`src/design/aae_pkg.sv`:
```
// Shared types, widths and constants for the antenna azimuth/elevation block.
// Holds the CORDIC arctangent table. No dependencies.
package aae_pkg;

  // Number of CORDIC micro-rotations (hardware table holds 32 entries)
  localparam int CORDIC_STAGES = 24;
  localparam int NSTG = (CORDIC_STAGES > 32) ? 32 : CORDIC_STAGES;

  // Datapath widths
  localparam int XW = 64;   // CORDIC x/y
  localparam int ZW = 40;   // angle accumulator, 1e-9 degree units
  localparam int DW = 33;   // position offsets

  // Pipe stages from the offset registers to the final select
  localparam int PIPE_DEPTH = 2*NSTG + 4;

  // Register indexes of the configuration port
  localparam logic [1:0] REG_HOME_LAT = 2'd0;
  localparam logic [1:0] REG_HOME_LON = 2'd1;
  localparam logic [1:0] REG_MPD      = 2'd2;
  localparam logic [1:0] REG_TRIPOD   = 2'd3;

  localparam logic [17:0] MPD_RESET = 18'd111320;

  // Angle constants in nano-degrees
  localparam logic signed [ZW-1:0] HALF_TURN = 40'sd180000000000;
  localparam logic [ZW-1:0] HALF_CDEG = 40'd5000000;
  // Vertical scale: 10000 * K in Q16
  localparam logic [30:0] VSCALE = 31'd1079220000;
  // floor(n / 78125) == (n * RECIP) >> 48 for n < 2^31
  localparam logic [31:0] RECIP = 32'd3602879702;

  // Output limits (1/100 deg) and their rounding thresholds (nano-degrees)
  localparam logic [14:0] AZ_LIM = 15'd18000;
  localparam logic [14:0] EL_LIM = 15'd9000;
  localparam logic [ZW-1:0] AZ_THR = 40'd180005000000;
  localparam logic [ZW-1:0] EL_THR = 40'd90005000000;

  // Sideband carried along the azimuth chain
  typedef struct packed {
    logic                 nz;
    logic                 vpos;
    logic                 vneg;
    logic signed [XW-1:0] vs;
  } aside_t;

  // Sideband carried along the elevation chain
  typedef struct packed {
    logic hzero;
    logic vpos;
    logic vneg;
  } eside_t;

  // atan(2^-i) in nano-degrees
  function automatic logic signed [ZW-1:0] atan_ndeg(input logic [4:0] i);
    logic signed [ZW-1:0] a;
    unique case (i)
      5'd0:  a = 40'sd45000000000;
      5'd1:  a = 40'sd26565051177;
      5'd2:  a = 40'sd14036243468;
      5'd3:  a = 40'sd7125016349;
      5'd4:  a = 40'sd3576334375;
      5'd5:  a = 40'sd1789910608;
      5'd6:  a = 40'sd895173710;
      5'd7:  a = 40'sd447614171;
      5'd8:  a = 40'sd223810500;
      5'd9:  a = 40'sd111905677;
      5'd10: a = 40'sd55952892;
      5'd11: a = 40'sd27976453;
      5'd12: a = 40'sd13988227;
      5'd13: a = 40'sd6994114;
      5'd14: a = 40'sd3497057;
      5'd15: a = 40'sd1748528;
      5'd16: a = 40'sd874264;
      5'd17: a = 40'sd437132;
      5'd18: a = 40'sd218566;
      5'd19: a = 40'sd109283;
      5'd20: a = 40'sd54642;
      5'd21: a = 40'sd27321;
      5'd22: a = 40'sd13660;
      5'd23: a = 40'sd6830;
      5'd24: a = 40'sd3415;
      5'd25: a = 40'sd1708;
      5'd26: a = 40'sd854;
      5'd27: a = 40'sd427;
      5'd28: a = 40'sd213;
      5'd29: a = 40'sd107;
      5'd30: a = 40'sd53;
      default: a = 40'sd27;
    endcase
    return a;
  endfunction

endpackage

```
`src/design/aae_cdeg.sv`:
```
// Nano-degrees to hundredths of a degree: round half away from zero, clamp.
// Depends on aae_pkg. Two register stages; result is combinational off the second.
module aae_cdeg import aae_pkg::*; (
  input  logic                 clk,
  input  logic                 en,
  input  logic signed [ZW-1:0] ndeg,
  input  logic [14:0]          lim,
  input  logic [ZW-1:0]        thr,
  output logic signed [15:0]   cdeg
);

  logic [ZW-1:0] mag, rnd;
  logic          neg1_r, big1_r, neg2_r, big2_r;
  logic [30:0]   n7_r;
  logic [62:0]   prod_r;
  logic [14:0]   q, qc;

  always_comb begin
    mag = ndeg[ZW-1] ? ZW'(-ndeg) : ZW'(ndeg);
    rnd = mag + HALF_CDEG;
  end

  // stage 1: magnitude, saturation check, drop the 2^7 factor of 1e7
  // stage 2: divide by 78125 through the reciprocal
  always_ff @(posedge clk) begin
    if (en) begin
      neg1_r <= ndeg[ZW-1];
      big1_r <= (mag >= thr);
      n7_r   <= rnd[37:7];
      neg2_r <= neg1_r;
      big2_r <= big1_r;
      prod_r <= 63'(n7_r * RECIP);
    end
  end

  always_comb begin
    q    = prod_r[62:48];
    qc   = big2_r ? lim : q;
    cdeg = neg2_r ? -$signed({1'b0, qc}) : $signed({1'b0, qc});
  end

endmodule

```
`config.mk`:
```
export PLATFORM = sky130hd
export DESIGN_NAME = aae_cdeg
export DESIGN_NICKNAME = d
export VERILOG_FILES = /design/src/design/aae_pkg.sv /design/src/design/aae_cdeg.sv
export SDC_FILE = /design/constraint.sdc
export NUM_CORES = 1
export LEC_CHECK = 0
export ABC_AREA = 1
export CORE_MARGIN = 4
export CORE_UTILIZATION = 60
export DETAILED_ROUTE_END_ITERATION = 8
export DONT_BUFFER_PORTS = 1
export HOLD_SLACK_MARGIN = 0.03
export PLACE_DENSITY = 0.76
export SLEW_MARGIN = 20
export SYNTH_ARGS = -nofsm -noshare
export SYNTH_HDL_FRONTEND = slang
export SYNTH_SLANG_ARGS = --single-unit
export TNS_END_PERCENT = 5
```
`constraint.sdc`:
```
create_clock -name clk -period 15.42 [get_ports clk]
set_clock_uncertainty 0.1 [all_clocks]
set_input_delay 1.542 -clock clk [delete_from_list [all_inputs] [get_ports clk]]
set_output_delay 1.542 -clock clk [all_outputs]
set_load 0.02 [all_outputs]
```
# ---- Yosys cells after proc, flatten, opt, wreduce, memory -nomap -nowiden
# Index checks and enable logic that the tools add are counted.
dict set report classes {
  add_sub_neg 3
  n_mul 1
  order_cmp 1
  muxes 3
}
# operator n
set op_table {}
lappend op_table {{multiplier 31 x 31 -> 62 bit (second input constant)} 1}
lappend op_table {{greater-or-equal comparator 40 bit} 1}
lappend op_table {{2-to-1 mux 40 bit} 1}
lappend op_table {{negation 40 bit} 1}
lappend op_table {{adder 38 x 23 -> 38 bit (second input constant)} 1}
lappend op_table {{2-to-1 mux 16 bit} 1}
lappend op_table {{negation 15 -> 16 bit} 1}
lappend op_table {{2-to-1 mux 15 bit} 1}
dict set report totals {
  ff_bits 97
}

# ---- Depth between registers and ports, before layout
dict set report logic_depth {
  depth_word 3
  depth_mapped 28
  depth_no_buf 28
}

# ---- Worst setup path after synthesis
# Ideal clock, no wire load.
dict set report synth_path {
  kind {register to register}
  startpoint {reg n7_r[8]}
  endpoint {reg prod_r[58] (data pin)}
  setup_ns 0.265
  arrival_time_ns 6.079
  t_required_ns 15.055
  setup_slack_ns 8.976
  stages_incl_launch_ff 25
  n_path_buf 0
  period_less_slack_ns 6.444
  cell_sequence {edfxtp_1 fa_1 inv_1 fa_1 inv_1 fa_1 inv_1 fa_1 inv_1 fa_1 fa_1 fa_1 inv_1 fa_1 inv_1 ha_1 a21oi_1 o21ai_0 a21oi_1 nor2_1 nor2_1 o21ai_0 a21oi_1 o21ai_0 xor2_1}
}
dict set report synth_between {
  elab_chain_len 1
}
# element line_no
set synth_lines {}
lappend synth_lines {{start: declaration} aae_cdeg.sv:14} ;# logic [30:0] n7_r;
lappend synth_lines {{start signal: assignment} aae_cdeg.sv:29} ;# n7_r <= rnd[37:7];
lappend synth_lines {{multiplier 31 x 31 -> 62 bit} aae_cdeg.sv:32} ;# prod_r <= 63'(n7_r * RECIP);
lappend synth_lines {{end signal: assignment} aae_cdeg.sv:32}
lappend synth_lines {{end: declaration} aae_cdeg.sv:15} ;# logic [62:0] prod_r;
# Every way passes these cells.
# A chain may end at the register's enable or synchronous reset.

# ---- Worst setup path in the final report
dict set report layout_path {
  startpoint {reg n7_r[10]}
  endpoint {reg prod_r[58] (data pin)}
}
# Same word-level chain as after synthesis.

==> impl_metrics.yaml <==
status:
  status: "finished clean"
run:
  maxCapViolations: 0
hold_path:
  hp-class: "reg2reg"
  worstHoldStart: "neg1_r"
place:
  numPortBuffers: 0
  dp_hpwl_mm: 67.7
  gp_congestion: 1.02
global_route:
  grt_overflow_total: 0
  grt_max_degree: 62
  grt_pass1_vias: 20000
  antenna_found_initial: 2
  grt_usage_pct: 34.7
  grt_pass1_wl_mm: 116
detailed_routing:
  wirelength_mm: 73.9
  drt_iter0_drc: 1603
  dr.pass1.iters: 5
  wl_per_cell_um: 21.7
  remaining_drc_errors: 0
  viasPerCell: 5.46
  ant_nets: 0
  dr_total_vias: 18700
finish:
  nNetsFinal: 3832
  nFillCells: 3536
  drive_above_1_share_pct: 3.39
  syn2layout_area_growth_pct: 3.07
  diodes: 0
  layout_common_cells: "899 x inv_1, 494 x fa_1, 382 x nand2_1, 353 x ha_1, 178 x nor2_1"
  final_common_cell: "inv_1"
setup_path:
  cp.arrival_ns: 7.04
  critPathLaunch: "n7_r[10]"
  start_kind: "flip-flop"
  crit_type: "reg2reg"
  critPathMaxFanout: 8
  cp.required_ns: 15.40
  r2r_start: "n7_r[10]"
  rrSetupSlack_ns: 8.36
  critPathCaptureType: "flip-flop"
yosys:
  synth_edf_count: 50
  syn_area_um2: 24600
  ys_types: 48
  ys.flop_type: "edfxtp_1"
  seq_area_frac_synth_pct: 6.11
  async_reset_ff_share_pct: 0
  yosys.area.top_type_share_pct: 40.3
  synth_top_cell_by_area: "fa_1"
  syn_nets: 3835
  ys_seq_elements: 50
  avgSynthCellArea_um2: 8.50
  syn_inst: 2891
  yosys-top-cells-area: "fa_1 40%, ha_1 18%, inv_1 14%"
  yosysWarnings: 0
timing:
  min_period_over_period_pct: 45.8
  setup_viol: 0
  tightestPinTransition_ns: 0.710
  rsz0062_at_grt: "no"
  slew_violations: 0
  tns_ns: 0
  period_minus_slack_ns: 7.06
  fmax_mhz: 142
  slew-limit-headroom_pct: 52.7
  finalHoldViolCount: 0
die:
  initial_utilization_pct: 61.3
  row_count: 73
  fp.dieH_um: 210
  dieArea_um2: 44200
  io_pins: 113
  fp.dieW_um: 210
  core_um2: 40100
cts:
  clk_pin_slew_ns: 0.07
  htreeDepth: 2
  cts_root_buf: "clkbuf_16"
  cts_made_buffers: 5
  hold_buffers: 0
  clock_path_buffers: 2
  cts_tree: "built"
  cts_resized: 0
  cts_sinks: 50
  cts_setup_buffers: 0
  clk_latency_ns: 0.34
sequential cells by signal (all words and copies together) (netlist names):
signal	flops
big2_r	1
neg2_r	1
big1_r	1
n7_r	31
neg1_r	1
prod_r	15
cell families (layout without fill, tap and decap cells):
group | Yosys count | in the layout | share of synthesized area (%)
AOI/OAI and AO/OA | 229 | 229 | 5.24
xor gates and xnor gates | 55 | 55 | 1.96
adders and majority gates | 847 | 847 | 58.2
buffers and inverters | 924 | 922 | 14.1
DFF | 50 | 50 | 6.11
muxes | 5 | 5 | 0.204
and+or+nand+nor | 781 | 781 | 14.1
area by class of cell:
class                      count  area (µm²)  share of cell area [%]
clock buffer                   6         129                   0.509
clock inverter                 2        13.8                  0.0544
inverter                     914        3430                    13.5
multi-input combinational   1917       19600                    77.4
sequential                    50        1500                    5.93
tap                          525         657                    2.59
metal layers:
layer / track usage, % / share of wire [%] / vias to the layer above
li1: - / - / 8636
met1: 49.0 / 43 / 9174
met2: 55.5 / 45 / 742
met3: 7.61 / 9.3 / 97
met4: 8.03 / 2.7 / 2
met5: 0 / 0.018 / -
through the flow:
step	setup slack (ns)	std cells	hold slack (ns)	util (%)	cell area (µm²)
after floorplan	8.98	2891	0.300	-	24600
after global placement	8.50	3406	0.584	62.8	25200
after detailed placement	8.40	3406	0.568	62.8	25200
after CTS	8.39	3414	0.586	63.2	25300
after global routing	7.98	3414	0.603	63.2	25300
final	8.36	3414	0.579	63.2	25300
cell usage after synthesis (all sizes together) (4+ instances only):
| cell type | n |
|---|---|
| edfxtp | 50 |
| o21bai | 8 |
| a21boi | 4 |
| a31oi | 5 |
| o221ai | 4 |
| xnor2 | 8 |
| nand4 | 19 |
| nand3 | 87 |
| mux2i | 5 |
| xor2 | 47 |
| nor4 | 8 |
| nor2 | 200 |
| nor3 | 21 |
| fa | 494 |
| buf | 7 |
| nand3b | 12 |
| a21oi | 104 |
| or2 | 8 |
| a21o | 8 |
| ha | 353 |
| o21ai | 78 |
| nand2 | 422 |
| inv | 914 |
| o21a | 9 |
worst max-delay path: stages, from the launching register on:
cell,delay (ns)
edfxtp_1,0.58
ha_1,0.50
inv_1,0.09
fa_1,0.51
inv_1,0.06
fa_1,0.52
inv_1,0.05
fa_1,0.49
inv_1,0.05
fa_1,0.48
fa_1,0.53
fa_1,0.56
inv_1,0.06
fa_1,0.53
inv_1,0.04
ha_1,0.32
a21oi_1,0.19
o21ai_0,0.17
o21bai_1,0.23
o21ai_0,0.42
o21ai_0,0.17
xor2_1,0.17
path summary, 6_finish.rpt:
check	endpoint	cells past startpoint
max reg2reg	prod_r[58]	21
min	neg2_r	0
min reg2reg	neg2_r	0
max	prod_r[58]	21
Power is left out: the tool's default activity adds up to more than one toggle a clock period on the data nets, which glitch-free logic cannot reach.
